<file path="src/rtl/core/mps_pkg.sv">
// ----------------------------------------------------------------------------
// mps_pkg
// Shared widths, register indexes and types of the memory pattern scanner.
// ----------------------------------------------------------------------------
`default_nettype none

package mps_pkg;

	// Field widths
	localparam int DATA_W      = 8;
	localparam int ADDR_W      = 48;
	localparam int NUM_W       = 32;
	localparam int CFG_DATA_W  = 64;
	localparam int CFG_IDX_W   = 2;
	localparam int RAW_LEN_W   = 5;
	localparam int PATTERN_W   = 2 * CFG_DATA_W;

	// Parameter defaults
	localparam int MAX_PATTERN_DEF  = 16;
	localparam int ADDRESS_BITS_DEF = 48;

	// Reset value of the pattern length register
	localparam int LEN_RESET = 4;

	// Register indexes
	localparam logic [CFG_IDX_W-1:0] CFG_PATTERN_LENGTH = 2'd0;
	localparam logic [CFG_IDX_W-1:0] CFG_PATTERN_LOW    = 2'd1;
	localparam logic [CFG_IDX_W-1:0] CFG_PATTERN_HIGH   = 2'd2;

	// Per-request control handed to the window
	typedef struct packed {
		logic advance;
		logic new_block;
	} mps_step_t;

endpackage

`default_nettype wire

</file>
<file path="src/rtl/core/mps_window.sv">
// ----------------------------------------------------------------------------
// mps_window
// Holds the recent bytes of the stream and the byte count of the current block,
// and compares the window ending at the current byte with the pattern.
// ----------------------------------------------------------------------------
`default_nettype none

module mps_window #(
	parameter int MAX_PATTERN = mps_pkg::MAX_PATTERN_DEF,
	localparam int LEN_W = $clog2(MAX_PATTERN + 1)
) (
	input  wire logic                          clk,
	input  wire logic                          arst_n,
	input  wire mps_pkg::mps_step_t            step,
	input  wire logic [mps_pkg::DATA_W-1:0]    data_byte,
	input  wire logic [mps_pkg::PATTERN_W-1:0] pattern,
	input  wire logic [LEN_W-1:0]              len,
	output logic                               hit
);
	import mps_pkg::*;

	localparam int WIN_D = (MAX_PATTERN > 1) ? MAX_PATTERN - 1 : 1;
	localparam int PIDX_W = 4;

	logic [DATA_W-1:0] recent_q [WIN_D];
	logic [DATA_W-1:0] win      [MAX_PATTERN];
	logic [LEN_W-1:0]  count_q;
	logic [LEN_W-1:0]  count_next;
	logic [MAX_PATTERN-1:0] byte_ok;

	// Count bytes of the block, restart on a block mark, saturate at the window size
	always_comb begin
		if (step.new_block) begin
			count_next = LEN_W'(1);
		end else if (count_q < LEN_W'(MAX_PATTERN)) begin
			count_next = count_q + LEN_W'(1);
		end else begin
			count_next = count_q;
		end
	end

	// Compare each window slot with its pattern byte, slot zero is the current byte
	always_comb begin
		logic [PIDX_W-1:0] pidx;
		pidx = '0;
		for (int k = 0; k < MAX_PATTERN; k++) begin
			win[k] = (k == 0) ? data_byte : recent_q[(k == 0) ? 0 : k - 1];
			if (k < int'(len)) begin
				pidx = PIDX_W'(int'(len) - 1 - k);
				byte_ok[k] = (pattern[DATA_W * pidx +: DATA_W] == win[k]);
			end else begin
				byte_ok[k] = 1'b1;
			end
		end
		hit = (count_next >= len) && (&byte_ok);
	end

	// Shift the current byte into the window
	always_ff @(posedge clk) begin
		if (step.advance) begin
			recent_q[0] <= data_byte;
			for (int i = 1; i < WIN_D; i++) begin
				recent_q[i] <= recent_q[i - 1];
			end
		end
	end

	// Advance the block byte count
	always_ff @(posedge clk or negedge arst_n) begin
		if (!arst_n) begin
			count_q <= '0;
		end else if (step.advance) begin
			count_q <= count_next;
		end
	end

endmodule

`default_nettype wire

</file>
<file path="src/rtl/core/memory_pattern_scanner.sv">
// ----------------------------------------------------------------------------
// memory_pattern_scanner
// Sliding-window scan of a byte stream for a configured pattern.
// ----------------------------------------------------------------------------
// The scanner takes one byte request per clock while results are taken and
// reports each match of the configured 1 to MAX_PATTERN byte pattern with the
// start address of the window and a running match number that restarts at
// scan_start and saturates at all ones. A request sits in the input register,
// where the full window is compared in parallel against the pattern, and a
// match lands in the output register; one byte per cycle is sustained as long
// as results are taken. The rate is set by the combinational window compare
// between the input and output registers. Configuration is written while the
// scanner is idle, which the block itself does not enforce; a pattern length
// of zero acts as one and lengths above MAX_PATTERN act as MAX_PATTERN.
// ----------------------------------------------------------------------------
`default_nettype none

module memory_pattern_scanner #(
	parameter int MAX_PATTERN  = mps_pkg::MAX_PATTERN_DEF,
	parameter int ADDRESS_BITS = mps_pkg::ADDRESS_BITS_DEF
) (
	input  wire logic                           clk,
	input  wire logic                           arst_n,
	// configuration
	input  wire logic                           cfg_wen,
	input  wire logic [mps_pkg::CFG_IDX_W-1:0]  cfg_index,
	input  wire logic [mps_pkg::CFG_DATA_W-1:0] cfg_data,
	// byte requests
	input  wire logic                           in_valid,
	output logic                                in_ready,
	input  wire logic [mps_pkg::DATA_W-1:0]     data_byte,
	input  wire logic [mps_pkg::ADDR_W-1:0]     byte_address,
	input  wire logic                           block_start,
	input  wire logic                           scan_start,
	// match results
	output logic                                out_valid,
	input  wire logic                           out_ready,
	output logic [mps_pkg::ADDR_W-1:0]          match_address,
	output logic [mps_pkg::NUM_W-1:0]           match_number
);
	import mps_pkg::*;

	localparam int LEN_W = $clog2(MAX_PATTERN + 1);
	localparam int LEN_INIT = (LEN_RESET < MAX_PATTERN) ? LEN_RESET : MAX_PATTERN;
	localparam logic [ADDR_W-1:0] ADDR_MASK = (ADDRESS_BITS >= ADDR_W) ?
		{ADDR_W{1'b1}} : ADDR_W'((64'd1 << ADDRESS_BITS) - 64'd1);

	// configuration registers
	logic [LEN_W-1:0]      len_q;
	logic [CFG_DATA_W-1:0] pat_low_q;
	logic [CFG_DATA_W-1:0] pat_high_q;
	logic [LEN_W-1:0]      len_eff;
	logic [RAW_LEN_W-1:0]  len_raw;

	// input stage
	logic              valid_s1;
	logic [DATA_W-1:0] data_s1;
	logic [ADDR_W-1:0] addr_s1;
	logic              blk_s1;
	logic              scan_s1;

	// output stage
	logic              valid_s2;
	logic [ADDR_W-1:0] addr_s2;
	logic [NUM_W-1:0]  num_s2;

	logic [NUM_W-1:0]  matches_q;
	logic [NUM_W-1:0]  matches_base;
	logic [NUM_W-1:0]  matches_next;
	logic [ADDR_W-1:0] start_addr;
	logic              accept;
	logic              advance;
	logic              hit;
	mps_step_t         step;

	// Clamp the written length to one through MAX_PATTERN
	always_comb begin
		len_raw = cfg_data[RAW_LEN_W-1:0];
		if (len_raw == '0) begin
			len_eff = LEN_W'(1);
		end else if (int'(len_raw) > MAX_PATTERN) begin
			len_eff = LEN_W'(MAX_PATTERN);
		end else begin
			len_eff = LEN_W'(len_raw);
		end
	end

	// Decode register writes
	always_ff @(posedge clk or negedge arst_n) begin
		if (!arst_n) begin
			len_q      <= LEN_W'(LEN_INIT);
			pat_low_q  <= '0;
			pat_high_q <= '0;
		end else if (cfg_wen) begin
			unique case (cfg_index)
				CFG_PATTERN_LENGTH: len_q      <= len_eff;
				CFG_PATTERN_LOW:    pat_low_q  <= cfg_data;
				CFG_PATTERN_HIGH:   pat_high_q <= cfg_data;
				default: ;
			endcase
		end
	end

	// Handshake: the input stage moves on when the output register is free or drains
	assign advance  = valid_s1 && (!valid_s2 || out_ready);
	assign in_ready = !valid_s1 || !valid_s2 || out_ready;
	assign accept   = in_valid && in_ready;

	// Hold the request in the input stage
	always_ff @(posedge clk or negedge arst_n) begin
		if (!arst_n) begin
			valid_s1 <= 1'b0;
		end else if (accept) begin
			valid_s1 <= 1'b1;
		end else if (advance) begin
			valid_s1 <= 1'b0;
		end
	end

	always_ff @(posedge clk) begin
		if (accept) begin
			data_s1 <= data_byte;
			addr_s1 <= byte_address;
			blk_s1  <= block_start;
			scan_s1 <= scan_start;
		end
	end

	// Window compare
	assign step.advance   = advance;
	assign step.new_block = blk_s1 || scan_s1;

	mps_window #(
		.MAX_PATTERN(MAX_PATTERN)
	) u_window (
		.clk      (clk),
		.arst_n   (arst_n),
		.step     (step),
		.data_byte(data_s1),
		.pattern  ({pat_high_q, pat_low_q}),
		.len      (len_q),
		.hit      (hit)
	);

	// Number the match within the scan, saturating at all ones
	always_comb begin
		matches_base = scan_s1 ? '0 : matches_q;
		if (hit && (matches_base != {NUM_W{1'b1}})) begin
			matches_next = matches_base + NUM_W'(1);
		end else begin
			matches_next = matches_base;
		end
	end

	always_ff @(posedge clk or negedge arst_n) begin
		if (!arst_n) begin
			matches_q <= '0;
		end else if (advance) begin
			matches_q <= matches_next;
		end
	end

	// Back the address up to the first byte of the window
	assign start_addr = (addr_s1 - ADDR_W'(len_q) + ADDR_W'(1)) & ADDR_MASK;

	// Hold the result until it is taken
	always_ff @(posedge clk or negedge arst_n) begin
		if (!arst_n) begin
			valid_s2 <= 1'b0;
		end else if (advance) begin
			valid_s2 <= hit;
		end else if (out_ready) begin
			valid_s2 <= 1'b0;
		end
	end

	always_ff @(posedge clk) begin
		if (advance && hit) begin
			addr_s2 <= start_addr;
			num_s2  <= matches_next;
		end
	end

	assign out_valid     = valid_s2;
	assign match_address = addr_s2;
	assign match_number  = num_s2;

endmodule

`default_nettype wire

</file>
<file path="config.mk">
export PLATFORM = sky130hd
export DESIGN_NAME = memory_pattern_scanner
export DESIGN_NICKNAME = d
export VERILOG_FILES = /design/src/rtl/core/mps_pkg.sv /design/src/rtl/core/mps_window.sv /design/src/rtl/core/memory_pattern_scanner.sv
export SDC_FILE = /design/constraint.sdc
export NUM_CORES = 1
export LEC_CHECK = 0
export BUFFER_PORTS_ARGS = -buffer_cell sky130_fd_sc_hd__buf_2
export CAP_MARGIN = 15
export CORE_UTILIZATION = 53
export CTS_CLUSTER_SIZE = 30
export DETAILED_ROUTE_END_ITERATION = 12
export HOLD_SLACK_MARGIN = 0.15
export PLACE_DENSITY = 0.72
export SYNTH_ARGS = -nofsm -noshare
export SYNTH_HDL_FRONTEND = slang
export SYNTH_HIERARCHICAL = 1
export SYNTH_SLANG_ARGS = --single-unit
</file>
<file path="constraint.sdc">
create_clock -name clk -period 22.8 [get_ports clk]
set_input_delay 4.56 -clock clk [delete_from_list [all_inputs] [get_ports clk]]
set_output_delay 4.56 -clock clk [all_outputs]
set_load 0.02 [all_outputs]
</file>
# == Word level (Yosys, flattened, before mapping) ==
# Memory sizes are Yosys's and may differ from the RTL's.
# Cells that the tools add are included.
# classes
mul,0
muxes,28
addsub,20
reduce_logical,19
shifts,16
n_eq_ne,19
bitwise_logic,0
order_cmp,19
n_div,0
# op_table
op,n
variable part select 128 x 8 -> 8 bit,16
equality test 8 bit,16
2-to-1 mux 32 bit,2
adder 48 x 1 -> 48 bit (second input constant),1
subtractor 48 x 5 -> 48 bit,1
< comparator 4 x 5 -> 1 bit (first input constant),8
adder 32 x 1 -> 32 bit (second input constant),1
!= test 32 bit (second input constant),1
subtractor 4 bit (second input constant),8
2-to-1 mux 1 bit,22
< comparator 3 x 5 -> 1 bit (first input constant),4
2-to-1 mux 5 bit,4
AND reduction 16 bit,1
subtractor 4 x 3 -> 4 bit (second input constant),4
< comparator 1 x 5 -> 1 bit (first input constant),2
< comparator 2 x 5 -> 1 bit (first input constant),2
subtractor 4 x 1 -> 4 bit (second input constant),2
subtractor 4 x 2 -> 4 bit (second input constant),2
AND reduction 2 bit,3
adder 5 x 1 -> 5 bit (second input constant),1
>= comparator 5 bit,1
> comparator 5 bit (second input constant),1
logical AND 1 bit,5
zero test 5 bit,1
other kinds (7),12
# totals
input_bits,129
ff_bits,310
ramBits,120
out_inout_bits,82
elab_cells,135
memories,1
rom_bits,0
latchBits,0
# memory_table
name,words,word_bits,rd,rd_ports_with_merged_regs,write_ports,line_no,source
u_window.recent_q,15,8,15,0,15,mps_window.sv:25,logic [DATA_W-1:0] recent_q [WIN_D];

# == Depth between registers and ports, before layout ==
# depth
ltp_word,9
ltp_mapped,30
depth_no_buf,22

# == Cells and area by module ==
# The synthesis kept the hierarchy.
# modules_own_cells
mod,area_each_um2,cells_per_inst,seq_area_each_um2,n_inst
memory_pattern_scanner,14430.1,1184,8324.2,1
mps_window,12986.2,1103,3728.6,1

# == Worst setup path before layout ==
# No wires, ideal clock.
# synth_timing
path_kind,in2out
startpoint,in out_ready
endpoint,out in_ready
path_stages,1
n_path_buf,0
t_arrival_ps,4838
t_required_ps,18240
slack_ps,13402
cell_sequence,nand3b_1
# synth_between
elab_chain_len,1
# synth_rtl
element,line_no,source
"start, declared",memory_pattern_scanner.sv:37,"input wire logic out_ready,"
logical OR 1 bit,memory_pattern_scanner.sv:106,assign in_ready = !valid_s1 || !valid_s2 || out_ready;
"end, declared",memory_pattern_scanner.sv:30,"output logic in_ready,"
# Every way passes these cells.

# == Worst setup path after layout ==
# Ends and elaborated chain as after synthesis.

==> metrics.md <==
| Metric | Value |
|---|---|
| Dominant cells by area after synthesis | edfxtp_1, dfrtp_1, mux4_2 |
| Setup WS post-layout | 13.22 ns |
| Worst-Margin Slew | between 1 and 1.5 ns |
| Req. time, crit path | approximately 18 ns |
| Cts bufs inserted | 48 |
| Worst setup EP type | primary output |
| Share of the synthesized area in the top cell type | 0.283 |
| Synth Cell Area | between 0.02 and 0.03 sq mm |
| Vias in the first global route | approximately 19k |
| Wl on met1 | between 30000 and 40000 um |
| H-Tree Depth | 2 |
| Yosys top cell by area | edfxtp_1 |
| Reg2Reg Depth | 24 |
| DP HPWL | 56400 um |
| Post_cts resized | 0 |
| Most frequent cells in the layout | edfxtp_1, buf_2, mux2_2 |
| Clk root buf | clkbuf_16 |
| Commonest non-fill, non-tap cell in the layout | edfxtp_1 |
| Max Clock Freq | 0.104 GHz |
| Setup WS pre-CTS | 13.23 ns |
| Die H | 229 um |
| Fin. Hold Viols | 0 |
| Cell mode on critical path | buf_2 |
| Worst path arrival time | between 5 and 6 ns |
| Net Count, Synth | ~2.5k |
| HP Start | u_window/recent_q[0][3] |
| Synth Warn # | 6 |
| Cell-by-cell listing of the critical path | buf_2 -> nand3b_1 -> buf_2 |
| First-pass GRT wire length | around 120000 um |
| Async SR Flop Fraction | 0.400 |
| Post-synthesis cell type count | ~110 |
| PortBufs | 210 |
| FP Rows | roughly 80 |
| Vias post-DR | roughly 20k |
| Leak pwr | approximately 12 nW |
| Finished layout cell area | around 0.030 sq mm |
| Routability cong. | 0.968 |
| Finish-stage setup viols | 0 |
| Final wirelength | between 70000 and 80000 um |
| Placed Area | between 0.02 and 0.03 sq mm |
| DRC violations left | 0 |
| CTS Buffer Depth | 3 |
| RSZ-0062 raised after global routing | no |
| Max cap viols | 0 |
| Largest stage delay, worst path | roughly 0.18 ns |
| Drt initial violations | 1931 |
| WL met2 | about 35000 um |
| Final slew viol count | 0 |
| Worst vdd ir | 69.7 uV |
| Hold_ws | between 0.4 and 0.5 ns |
| Syn-to-layout area delta | 11.0% |
| Crit path launch type | input pin |
| WL per Instance | approximately 24 um |
| RR Startpoint | len_q[1] |
| CTS clk-pin slew, worst paths | roughly 0.060 ns |
| Share of layout cells above drive strength 1 | 0.265 |
| Hold path depth | 0 |
| Cell count after synthesis | about 2.3k |
| Rel. slew slack | 0.210 |
| GR Overflow Total | 0 |
| Max layer used | met4 |
| Flops & latches, synth | 430 |
| Core area | 0.0506 sq mm |
| Hold Path Class | reg -> reg |
| Synthesized area per cell | around 12 sq um |
| R2r setup slk | approximately 14 ns |
| Die X | about 230 um |
| CTS tree | done |
| Antenna violation net count after detailed routing | 0 |
| WHS Endpoint | u_window/recent_q[0][11] |
| Setup TNS | 0 ns |
| CP bufs+invs | 2 |
| Fin crit share | 0.420 |
| Min Tclk post-route | 9.58 ns |
| Top-Level Pins | between 200 and 250 |
| Initial antenna violation count | 3 |
| DR vias/cell | 6.31 |
| Nets | between 2k and 3k |
| Clock latency on the worst-skew pair | 0.60 ns |
| Initial Utilization | 0.542 |
| CTS Hold Bufs | 0 |
| Critical path class | in -> out |
| CTS sink cnt | 430 |
| Reg-to-Reg End | matches_q[29] |
| Top Family by Delay on Critical Path | buffers and inverters |
| Setup bufs post-CTS | 0 |
| Sequential share of the synthesized area | 0.440 |
| Crit Path Max Fanout | 3 |
| Gr usage total | 0.288 |
| Setup Skew | about 0.033 ns |
| Synth Flop Type | edfxtp_1 |
| Post-synth EDFFs | about 260 |
| Metal3 WL | between 7000 and 8000 um |
| Outcome | complete, no violations |
| Power density over cell area | just over 100 mW/mm^2 |
| Largest net degree at the start of global routing | 92 |
| CP max stage cell | nand3b_1 |
| TritonRoute pass-1 iters | 6 |
| Die Footprint | around 0.053 sq mm |
## per-stage QoR
step	util	power (W)	std cells
finish	0.602	0.00312	3168
floorplan	-	0.00196	2287
CTS	0.601	0.00310	3166
detailed placement	0.571	0.00233	3077
global placement	0.571	0.00231	3077
global route	0.602	0.00324	3168
## metal layers
layer / GRT usage / vias to the layer above
met5: 0 / -
met4: 0.108 / 0
met3: 0.0659 / 136
met2: 0.456 / 953
met1: 0.387 / 9935
li1: - / 8970
## registers in the layout, summed over array words and instances (netlist names)
signal             cells
u_window/recent_q    120
pat_high_q            64
pat_low_q             64
addr_s1               48
match_address         48
match_number          32
matches_q             32
data_s1                8
len_q                  5
u_window/count_q       5
blk_s1                 1
out_valid              1
scan_s1                1
valid_s1               1
## power breakdown
group | switching [W] | leakage, nW | total, W | internal, W
clock | 0.000319 | 0.748 | 0.000755 | 0.000436
combinational | 0.000789 | 6.64 | 0.00139 | 0.000598
sequential | 0.0000729 | 4.53 | 0.000974 | 0.000901
## Yosys cell counts (52+ instances only)
cell,count
a21oi_1,106
clkbuf_1,52
dfrtp_1,171
edfxtp_1,258
ha_1,60
inv_1,78
mux2_2,178
mux2i_1,173
mux4_2,101
nand2_1,151
nor2_1,119
o21ai_0,87
xnor2_1,131
xor2_1,76
## worst max path at each step
stage | from | endpoint | slack, ns | cells after the start
floorplan | out_ready | in_ready | 13.40 | 1
global placement | out_ready | in_ready | 13.22 | 3
detailed placement | out_ready | in_ready | 13.23 | 3
CTS | out_ready | in_ready | 13.22 | 3
global route | out_ready | in_ready | 13.19 | 3
finish | out_ready | in_ready | 13.22 | 3
## cells by family (layout without fill, tap and decap cells)
family / count (synthesis) / in the layout / synth area share
AO/OA/AOI/OAI: 384 / 384 / 0.0948
buffers and inverters: 203 / 410 / 0.0364
AND/OR/NAND/NOR: 531 / 531 / 0.0986
flip-flops: 430 / 430 / 0.440
adder cells (fa/ha/maj): 61 / 61 / 0.0281
other: 0 / 2 / 0
multiplexers: 467 / 467 / 0.234
XOR/XNOR: 211 / 211 / 0.0689
## area by class of cell
cell class	instances	area (sq um)
Inverter	81	307
Tap cell	672	841
Antenna cell	2	5.00
Timing Repair Buffer	240	1280
Multi-Input combinational cell	1654	14400
Fill cell	3985	20200
Sequential cell	430	12100
Clock inverter	20	138
Clock buffer	69	1390
Note: power is estimated with default switching activity, not from simulation.
